<file path="src/rtl/gpll_pkg.sv">
// Package for the grid PLL timer loop: widths, reset values, microcode and shared types.
`timescale 1ns / 1ps

package gpll_pkg;

	// Field and format widths
	localparam int SAMPLE_BITS    = 12;
	localparam int ERR_BITS       = SAMPLE_BITS + 1;
	localparam int FREQ_FRAC_BITS = 16;
	localparam int FREQ_BITS      = 6 + FREQ_FRAC_BITS;
	localparam int VOLT_FRAC_BITS = 10;
	localparam int GAIN_BITS      = 16;
	localparam int TIMER_BITS     = 16;
	localparam int CFG_IDX_BITS   = 3;
	localparam int CFG_DATA_BITS  = FREQ_BITS;

	// Datapath widths: one shared signed multiplier
	localparam int MUL_A_BITS = ERR_BITS + GAIN_BITS + 1;
	localparam int MUL_B_BITS = FREQ_BITS + 1;
	localparam int PROD_BITS  = MUL_A_BITS + MUL_B_BITS;
	localparam int NUM_BITS   = PROD_BITS;
	localparam int MAG_BITS   = NUM_BITS - 2;
	localparam int DEN_BITS   = FREQ_BITS + VOLT_FRAC_BITS;
	localparam int DIV_CNT_BITS = $clog2(MAG_BITS);
	localparam int INC_BITS   = MUL_A_BITS - VOLT_FRAC_BITS;
	localparam int SUM_BITS   = FREQ_BITS + 2;

	// Timer clock, scaled by 2^(FREQ_FRAC_BITS-1) and by the volt scale
	localparam longint TIMER_CLOCK_HZ = 64'd16000000;
	localparam int CLK_SHIFT = FREQ_FRAC_BITS - 1 + VOLT_FRAC_BITS;
	localparam logic [NUM_BITS-1:0] CLK_SCALED = NUM_BITS'(TIMER_CLOCK_HZ << CLK_SHIFT);
	localparam logic [NUM_BITS-1:0] TIMER_OFFSET = NUM_BITS'(131070);
	localparam logic [NUM_BITS-1:0] TIMER_OFFSET_M1 = NUM_BITS'(131069);
	localparam logic [MUL_A_BITS-1:0] ROUND_HALF = MUL_A_BITS'(1) << (VOLT_FRAC_BITS - 1);

	// Register reset values
	localparam logic [FREQ_BITS-1:0]  RST_START_FREQ = FREQ_BITS'(3276800);
	localparam logic [GAIN_BITS-1:0]  RST_PROP_GAIN  = GAIN_BITS'(5000);
	localparam logic [GAIN_BITS-1:0]  RST_INTEG_GAIN = GAIN_BITS'(6554);
	localparam logic [FREQ_BITS-1:0]  RST_FREQ_MIN   = FREQ_BITS'(3080192);
	localparam logic [FREQ_BITS-1:0]  RST_FREQ_MAX   = FREQ_BITS'(3473408);
	localparam logic [TIMER_BITS-1:0] RST_TIMER_MIN  = TIMER_BITS'(19871);
	localparam logic [TIMER_BITS-1:0] RST_TIMER_MAX  = TIMER_BITS'(39140);

	typedef logic signed [SAMPLE_BITS-1:0] sample_t;
	typedef logic signed [ERR_BITS-1:0]    error_t;
	typedef logic [FREQ_BITS-1:0]          freq_t;
	typedef logic [TIMER_BITS-1:0]         timer_t;

	typedef enum logic [CFG_IDX_BITS-1:0] {
		CFG_START_FREQ = 3'd0,
		CFG_PROP_GAIN  = 3'd1,
		CFG_INTEG_GAIN = 3'd2,
		CFG_FREQ_MIN   = 3'd3,
		CFG_FREQ_MAX   = 3'd4,
		CFG_TIMER_MIN  = 3'd5,
		CFG_TIMER_MAX  = 3'd6
	} cfg_idx_t;

	// Divider control from the sequencer
	typedef struct packed {
		logic load;
		logic step;
	} div_ctrl_t;

	// Microcode: datapath operation, next-step condition, jump target
	typedef enum logic [3:0] {
		OP_NOP,
		OP_ACCEPT,
		OP_MUL_PE,
		OP_MUL_PS,
		OP_NUM,
		OP_ABS,
		OP_DIV,
		OP_QOFF,
		OP_TCLAMP,
		OP_MUL_IE,
		OP_ROUND,
		OP_SUM,
		OP_EMIT
	} op_t;

	typedef enum logic [2:0] {
		CND_NEXT,
		CND_WAIT_IN,
		CND_ZERO_SPD,
		CND_LOOP,
		CND_WAIT_OUT,
		CND_JUMP
	} cond_t;

	typedef logic [3:0] step_t;

	typedef struct packed {
		op_t   op;
		cond_t cond;
		step_t target;
	} uword_t;

	localparam step_t STEP_ACCEPT = 4'd0;
	localparam step_t STEP_MUL_PE = 4'd1;
	localparam step_t STEP_MUL_PS = 4'd2;
	localparam step_t STEP_NUM    = 4'd3;
	localparam step_t STEP_ABS    = 4'd4;
	localparam step_t STEP_DIV    = 4'd5;
	localparam step_t STEP_QOFF   = 4'd6;
	localparam step_t STEP_TCLAMP = 4'd7;
	localparam step_t STEP_MUL_IE = 4'd8;
	localparam step_t STEP_ROUND  = 4'd9;
	localparam step_t STEP_SUM    = 4'd10;
	localparam step_t STEP_EMIT   = 4'd11;

	// Control store: one word per step
	function automatic uword_t ucode(step_t step);
		uword_t w;
		unique case (step)
			STEP_ACCEPT: w = '{OP_ACCEPT, CND_WAIT_IN,  STEP_ACCEPT};
			STEP_MUL_PE: w = '{OP_MUL_PE, CND_NEXT,     STEP_ACCEPT};
			STEP_MUL_PS: w = '{OP_MUL_PS, CND_NEXT,     STEP_ACCEPT};
			STEP_NUM:    w = '{OP_NUM,    CND_ZERO_SPD, STEP_TCLAMP};
			STEP_ABS:    w = '{OP_ABS,    CND_NEXT,     STEP_ACCEPT};
			STEP_DIV:    w = '{OP_DIV,    CND_LOOP,     STEP_DIV};
			STEP_QOFF:   w = '{OP_QOFF,   CND_NEXT,     STEP_ACCEPT};
			STEP_TCLAMP: w = '{OP_TCLAMP, CND_NEXT,     STEP_ACCEPT};
			STEP_MUL_IE: w = '{OP_MUL_IE, CND_NEXT,     STEP_ACCEPT};
			STEP_ROUND:  w = '{OP_ROUND,  CND_NEXT,     STEP_ACCEPT};
			STEP_SUM:    w = '{OP_SUM,    CND_NEXT,     STEP_ACCEPT};
			STEP_EMIT:   w = '{OP_EMIT,   CND_WAIT_OUT, STEP_ACCEPT};
			default:     w = '{OP_NOP,    CND_JUMP,     STEP_ACCEPT};
		endcase
		return w;
	endfunction

endpackage

</file>
<file path="src/rtl/gpll_div.sv">
// Restoring unsigned divider, one quotient bit per step.
`timescale 1ns / 1ps

module gpll_div (
	input  logic                                clk,
	input  gpll_pkg::div_ctrl_t                 ctrl,
	input  logic [gpll_pkg::MAG_BITS-1:0]       dividend,
	input  logic [gpll_pkg::DEN_BITS-1:0]       divisor,
	output logic [gpll_pkg::MAG_BITS-1:0]       quotient
);
	import gpll_pkg::*;

	logic [MAG_BITS-1:0] quot_q;
	logic [DEN_BITS-1:0] rem_q;
	logic [DEN_BITS:0]   shifted;
	logic [DEN_BITS:0]   trial;

	// Shift in the next dividend bit and try the subtraction
	always_comb begin
		shifted = {rem_q, quot_q[MAG_BITS-1]};
		trial   = shifted - {1'b0, divisor};
	end

	// Load the operands, then keep the remainder whenever it fits
	always_ff @(posedge clk) begin
		if (ctrl.load) begin
			quot_q <= dividend;
			rem_q  <= '0;
		end else if (ctrl.step) begin
			if (!trial[DEN_BITS]) begin
				rem_q  <= trial[DEN_BITS-1:0];
				quot_q <= {quot_q[MAG_BITS-2:0], 1'b1};
			end else begin
				rem_q  <= shifted[DEN_BITS-1:0];
				quot_q <= {quot_q[MAG_BITS-2:0], 1'b0};
			end
		end
	end

	assign quotient = quot_q;

endmodule

</file>
<file path="config.mk">
export PLATFORM = sky130hd
export DESIGN_NAME = gpll_div
export DESIGN_NICKNAME = d
export VERILOG_FILES = /design/src/rtl/gpll_pkg.sv /design/src/rtl/gpll_div.sv
export SDC_FILE = /design/constraint.sdc
export NUM_CORES = 1
export LEC_CHECK = 0
export BUFFER_PORTS_ARGS = -buffer_cell sky130_fd_sc_hd__buf_2
export CAP_MARGIN = 5
export CORE_ASPECT_RATIO = 0.7
export CORE_UTILIZATION = 55
export DETAILED_ROUTE_END_ITERATION = 12
export PLACE_DENSITY_LB_ADDON = 0.08
export SYNTH_ARGS = -nofsm -noshare
export SYNTH_HDL_FRONTEND = slang
export SYNTH_SLANG_ARGS = --single-unit
</file>
<file path="constraint.sdc">
create_clock -name clk -period 3.9 [get_ports clk]
set_input_delay 0.195 -clock clk [delete_from_list [all_inputs] [get_ports clk]]
set_output_delay 0.195 -clock clk [all_outputs]
set_load 0.03 [all_outputs]
</file>
==> results.cfg, run 1 <==
[floorplan]
std_cell_rows = 30
core_sq_um = 9800
ios = 137
initial_core_util_pct = 57.1
die_h_microns = 86.4
die_width_microns = 123
die_area_sq_um = 10600

[logic_synthesis]
ys_top_cells_by_count = 73 x nand2_1, 51 x edfxtp_1, 50 x mux2_2, 44 x nor2_1, 43 x inv_1
syn_nets = 706
yosys.area.top_type = edfxtp_1
synth_cell_type_count = 63
yosys_warnings = 0
ys_ff_latch = 83
async_reset_ff_share_pct = 0
synth_edf_count = 51
syn-cell-area_sq_um = 5600
ys_top_cells_by_area = edfxtp_1 27%, dfxtp_1 11%, mux2_2 10%
postSynthCellCount = 587
ys.flop_type = edfxtp_1
ys_seq_area_share_pct = 38.8
synth.top_cell.area_share_pct = 27.4
synth_area_per_cell_sq_um = 9.54
yosysMostFrequentCell = nand2_1

[clock_network]
cts_buffers = 9
cts_num_sinks = 83
root_buffer = clkbuf_16
cts_tree = done
hold_buffers = 0
cts_buffer_depth = 2
post_cts_buffers = 0
htreeDepth = 3
ctsResizeCount = 0
clk_latency_ns = 0.34
path_clk_slew_ns = 0.07

[final_layout]
nets = 827
antenna_cells = 0
drive_gt1_share_pct = 30.9
final_area_sq_um = 6630
areaGrowthSynthToFinish_pct = 18.4

[grt]
grt_max_degree = 59
grt_first_pass_wirelength_microns = 22000
antenna_found_initial = 0
grt_pass1_vias = 4479
grt_usage_pct = 26.8
overflow = 0

[timing]
setup_ws_ns = 0.550
fin_hold_ws_ns = 0.153
hold_viol_final = 0
max-slew-margin-rel_pct = 31.2
fin_crit_ns = 3.35
rsz0062_at_grt = no
worst_clock_skew_ns = 0.00861
tns_ns = 0
clock.fmax_mhz = 299
worst_pin_slew_ns = 1.03
min_period_over_period_pct = 85.9
slew_viol_final = 0
finalSetupViolations = 0

[worst_setup_path]
start_kind = flip-flop
worstSetupEndpointType = flip-flop
worstPathCellList = inv_1 -> ha_1 -> fa_1 -> nand2b_1 -> a21oi_1 -> o41a_1 -> a21oi_1 -> a31oi_1 -> o41a_4 -> xnor2_4 -> buf_12 -> nand2_1 -> a311oi_1
crit_family = compound AO/OA/AOI/OAI gates
crit_buf_inv = 2
arrival_ns = 3.59
critPathKind = flip-flop to flip-flop
critPathMaxFanout = 29
critical_path.slowest_cell = o41a_4
slowest_delay_ns = 0.46
critical_path.most_common_cell = a21oi_1
crit_required_ns = 4.14

[detailed_routing]
ant_nets = 0
drt_iter0_markers = 306
via_per_inst = 5.80
post-route-drc-count = 0
firstDrtPassIters = 5
wire_per_inst_microns = 16.3
dr_total_vias = 4881
drt-total-wl_microns = 13700

[outcome]
outcome = completed

[power_and_ir_drop]
ir_drop_mv = 0.253
power_uw = 2840
p_clk_share_pct = 29.1
pwr-share-comb_pct = 32.0
intPower_uw = 1840
p_seq_share_pct = 38.9
p_leak_uw = 0.00296
powerDensity_nw_per_um2 = 428
power.switching_uw = 999
p_sw_share_pct = 35.2

[place]
io_buffers = 136
placed_area_sq_um = 6340
place_ws_ns = 0.616
dp_hpwl_microns = 10100
globalplace.congestion = 0.907

[hold_path]
hold_path_class = input pin to flip-flop

[job]
maxCapViolCount = 0
==> registers in the layout, summed over array words and instances, names as in the netlist <==
signal and cells:
rem_q 32, quotient 51
==> power groups by stage <==
stage	Sequential, uW	Clock (uW)	Combinational, uW
2_1_floorplan	1230	0	563
3_3_place_gp	1110	0	879
3_5_place_dp	1120	0	898
4_1_cts	1100	843	904
5_1_grt	1110	876	995
6_report	1100	827	909
==> layout by cell type (no fill, tap or decap), drive strengths merged, types with 4 or more instances in the layout <==
cell and count:
o211ai 7, buf 143, xnor2 18, clkinv 4, a21oi 28, xor2 9, nor2 44, a211oi 5
dfxtp 32, o21ai 21, a311oi 23, nand2b 9, inv 47, o31ai 4, nand3 10, and3 9
edfxtp 51, o31a 4, nand2 76, a31oi 6, a41oi 4, nand4 9, nor3 4, a21o 15
mux2 50, clkbuf 9, ha 32
==> metrics by stage <==
step / cells / util, %
6_report: 841 / 67.6
5_1_grt: 841 / 67.6
4_1_cts: 841 / 67.6
3_5_place_dp: 825 / 64.7
3_3_place_gp: 825 / 64.7
2_1_floorplan: 587 / -
==> kinds of logic (layout without fill, tap and decap cells) <==
| group | after synthesis | after routing | synth area share [%] |
|---|---|---|---|
| buffers and inverters | 77 | 203 | 5.86 |
| and+or+nand+nor | 174 | 174 | 14.1 |
| adders and majority gates | 33 | 33 | 7.51 |
| muxes | 51 | 51 | 10.2 |
| xor gates and xnor gates | 27 | 27 | 4.69 |
| DFF | 83 | 83 | 38.8 |
| AOI/OAI and AO/OA | 142 | 142 | 18.8 |
==> worst paths after layout <==
path                           from                      to  slack [ns]  cells after the start
max          quotient[50]$_DFFE_PP_   rem_q[5]$_SDFFE_PP0P_        0.55                     13
min                     dividend[7]   quotient[7]$_DFFE_PP_        0.15                      2
max reg2reg  quotient[50]$_DFFE_PP_   rem_q[5]$_SDFFE_PP0P_        0.55                     13
min reg2reg  rem_q[13]$_SDFFE_PP0P_  rem_q[14]$_SDFFE_PP0P_        0.50                      2
==> routing by layer <==
layer	global-route usage, %	share of wire [%]
met1	39.6	48
met2	39.9	43
met3	5.46	7.3
met4	6.65	1.4
met5	0	0
==> cell type report <==
| cell class | count | area, sq um |
|---|---|---|
| sequential | 83 | 2170 |
| multi-input combinational | 427 | 3100 |
| clock inverter | 7 | 58.8 |
| tap | 128 | 160 |
| inverter | 44 | 165 |
| timing repair buffer | 143 | 746 |
| clock buffer | 9 | 225 |
| fill | 816 | 3170 |
Note: power is estimated with default switching activity, not from simulation.
==> inputs of run 2 (changes only) <==
--- a/config.mk
+++ b/config.mk
@@ -10,7 +10,8 @@
 export CORE_ASPECT_RATIO = 0.7
 export CORE_UTILIZATION = 55
 export DETAILED_ROUTE_END_ITERATION = 12
-export PLACE_DENSITY_LB_ADDON = 0.08
+export PLACE_DENSITY_LB_ADDON = 0.3
+export SLEW_MARGIN = 0
 export SYNTH_ARGS = -nofsm -noshare
 export SYNTH_HDL_FRONTEND = slang
 export SYNTH_SLANG_ARGS = --single-unit
==> results.cfg, run 2 (synthesis gave the netlist of run 1 again) <==
[grt]
overflow = 0
grt_max_degree = 59
grt_pass1_vias = 4534
antenna_found_initial = 0
grt_usage_pct = 27.0
grt_first_pass_wirelength_microns = 22000

[place]
dp_hpwl_microns = 10200
placed_area_sq_um = 6340
io_buffers = 136
globalplace.congestion = 0.951

[timing]
fin_hold_ws_ns = 0.134
clock.fmax_mhz = 284
rsz0062_at_grt = no
max-slew-margin-rel_pct = 32.7
tns_ns = 0
finalSetupViolations = 0
hold_viol_final = 0
worst_clock_skew_ns = 0.00663
worst_pin_slew_ns = 1.01
min_period_over_period_pct = 90.2
slew_viol_final = 0
fin_crit_ns = 3.52

[clock_network]
root_buffer = clkbuf_16
post_cts_buffers = 0
htreeDepth = 3
cts_num_sinks = 83
cts_buffers = 9
cts_tree = done
cts_buffer_depth = 2
hold_buffers = 0
path_clk_slew_ns = 0.07
clk_latency_ns = 0.35
ctsResizeCount = 0

[outcome]
outcome = completed

[final_layout]
final_cell_mix = 136 x buf_2, 73 x nand2_1, 51 x edfxtp_1
drive_gt1_share_pct = 31.0
largest_register_ffs = 51
final_common_cell = buf_2
areaGrowthSynthToFinish_pct = 18.4
antenna_cells = 0
final_area_sq_um = 6630
nets = 827

[floorplan]
core_sq_um = 9800
die_h_microns = 86.4
std_cell_rows = 30
ios = 137
die_area_sq_um = 10600
die_width_microns = 123
initial_core_util_pct = 57.1

[power_and_ir_drop]
powerDensity_nw_per_um2 = 431
ir_drop_mv = 0.238
power_uw = 2850
p_sw_share_pct = 35.5
p_leak_uw = 0.00296
pwr-share-comb_pct = 32.1
p_seq_share_pct = 38.7
power.switching_uw = 1010
p_clk_share_pct = 29.1
intPower_uw = 1840

[worst_setup_path]
r2r_start = quotient[50]$_DFFE_PP_
cp_num_cells = 13
worstPathCellList = inv_1 -> ha_1 -> fa_1 -> nand2b_1 -> a21oi_1 -> o41a_1 -> a21oi_1 -> a31oi_1 -> o41a_4 -> xnor2_4 -> buf_12 -> nand2_1 -> a311oi_1
slowest_delay_ns = 0.46
r2r-end = rem_q[4]$_SDFFE_PP0P_
reg2regPathDepth = 13
crit_buf_inv = 2
start_kind = flip-flop
critPathKind = flip-flop to flip-flop
crit_family = compound AO/OA/AOI/OAI gates
critical_path.slowest_cell = o41a_4
crit_required_ns = 4.15
worstSetupEndpointType = flip-flop
arrival_ns = 3.77
r2r_setup_slack_ns = 0.38
critPathMaxFanout = 24
critical_path.most_common_cell = a21oi_1

[detailed_routing]
firstDrtPassIters = 5
post-route-drc-count = 0
via_per_inst = 5.88
dr_total_vias = 4948
drt-total-wl_microns = 14100
wire_per_inst_microns = 16.7
ant_nets = 0
drt_iter0_markers = 394

[hold_path]
whs_endpoint = quotient[0]$_DFFE_PP_
min-delay-start = dividend[0]
hold_path_class = input pin to flip-flop
hold_depth = 3

[job]
maxCapViolCount = 0
-- run 2: cell count changes in the layout (fill, tap and decap cells not counted) --
cell        delta
clkinv_2       +1
clkinv_1       -1
clkinv_4       -1
clkinvlp_4     +1
-- run 2: worst max-delay path by stage --
stage | from | endpoint | slack (ns)
after floorplan | quotient[50]$_DFFE_PP_ | rem_q[27]$_SDFFE_PP0P_ | 0.79
after global routing | quotient[50]$_DFFE_PP_ | rem_q[2]$_SDFFE_PP0P_ | 0.15
after global placement | quotient[50]$_DFFE_PP_ | rem_q[1]$_SDFFE_PP0P_ | 0.61
after detailed placement | quotient[50]$_DFFE_PP_ | rem_q[2]$_SDFFE_PP0P_ | 0.48
after CTS | quotient[50]$_DFFE_PP_ | rem_q[2]$_SDFFE_PP0P_ | 0.44
final | quotient[50]$_DFFE_PP_ | rem_q[4]$_SDFFE_PP0P_ | 0.38
-- run 2: layout make-up --
| class | instances | area (sq um) |
|---|---|---|
| multi-input cells | 427 | 3100 |
| clock inverters | 7 | 58.8 |
| clock buffers | 9 | 225 |
| well taps | 128 | 160 |
| flip-flops and latches | 83 | 2170 |
| inverters | 44 | 165 |
| fillers | 786 | 3170 |
| repair buffers | 143 | 746 |
-- run 2: through the flow --
stage	util, %	cells	setup slack [ns]
floorplan	-	587	0.792
global placement	64.7	825	0.606
detailed placement	64.7	825	0.478
CTS	67.6	841	0.440
global route	67.6	841	0.151
finish	67.6	841	0.381
-- run 2: power by group through the flow --
stage / combinational, uW / clock [uW] / sequential, uW
finish: 917 / 832 / 1110
detailed placement: 901 / 0 / 1120
CTS: 908 / 839 / 1100
global route: 994 / 869 / 1120
global placement: 878 / 0 / 1110
floorplan: 563 / 0 / 1230
-- run 2: tightest hold or removal path, delay by kind of cell --
| family | cells | cell delay [ns] |
|---|---|---|
| buffers and inverters | 1 | 0.08 |
| AO/OA/AOI/OAI | 1 | 0.06 |
| AND/OR/NAND/NOR | 1 | 0.04 |
-- run 2: metal layers --
metal | routed length (microns) | vias up | part of all wire (%) | GRT usage, %
met5 | 0 | - | 0 | 0
met4 | 241 | 0 | 1.7 | 8.31
met3 | 1050 | 27 | 7.5 | 6.18
met2 | 6520 | 205 | 46 | 42.8
met1 | 6260 | 2326 | 44 | 36.7
li1 | - | 2390 | - | -
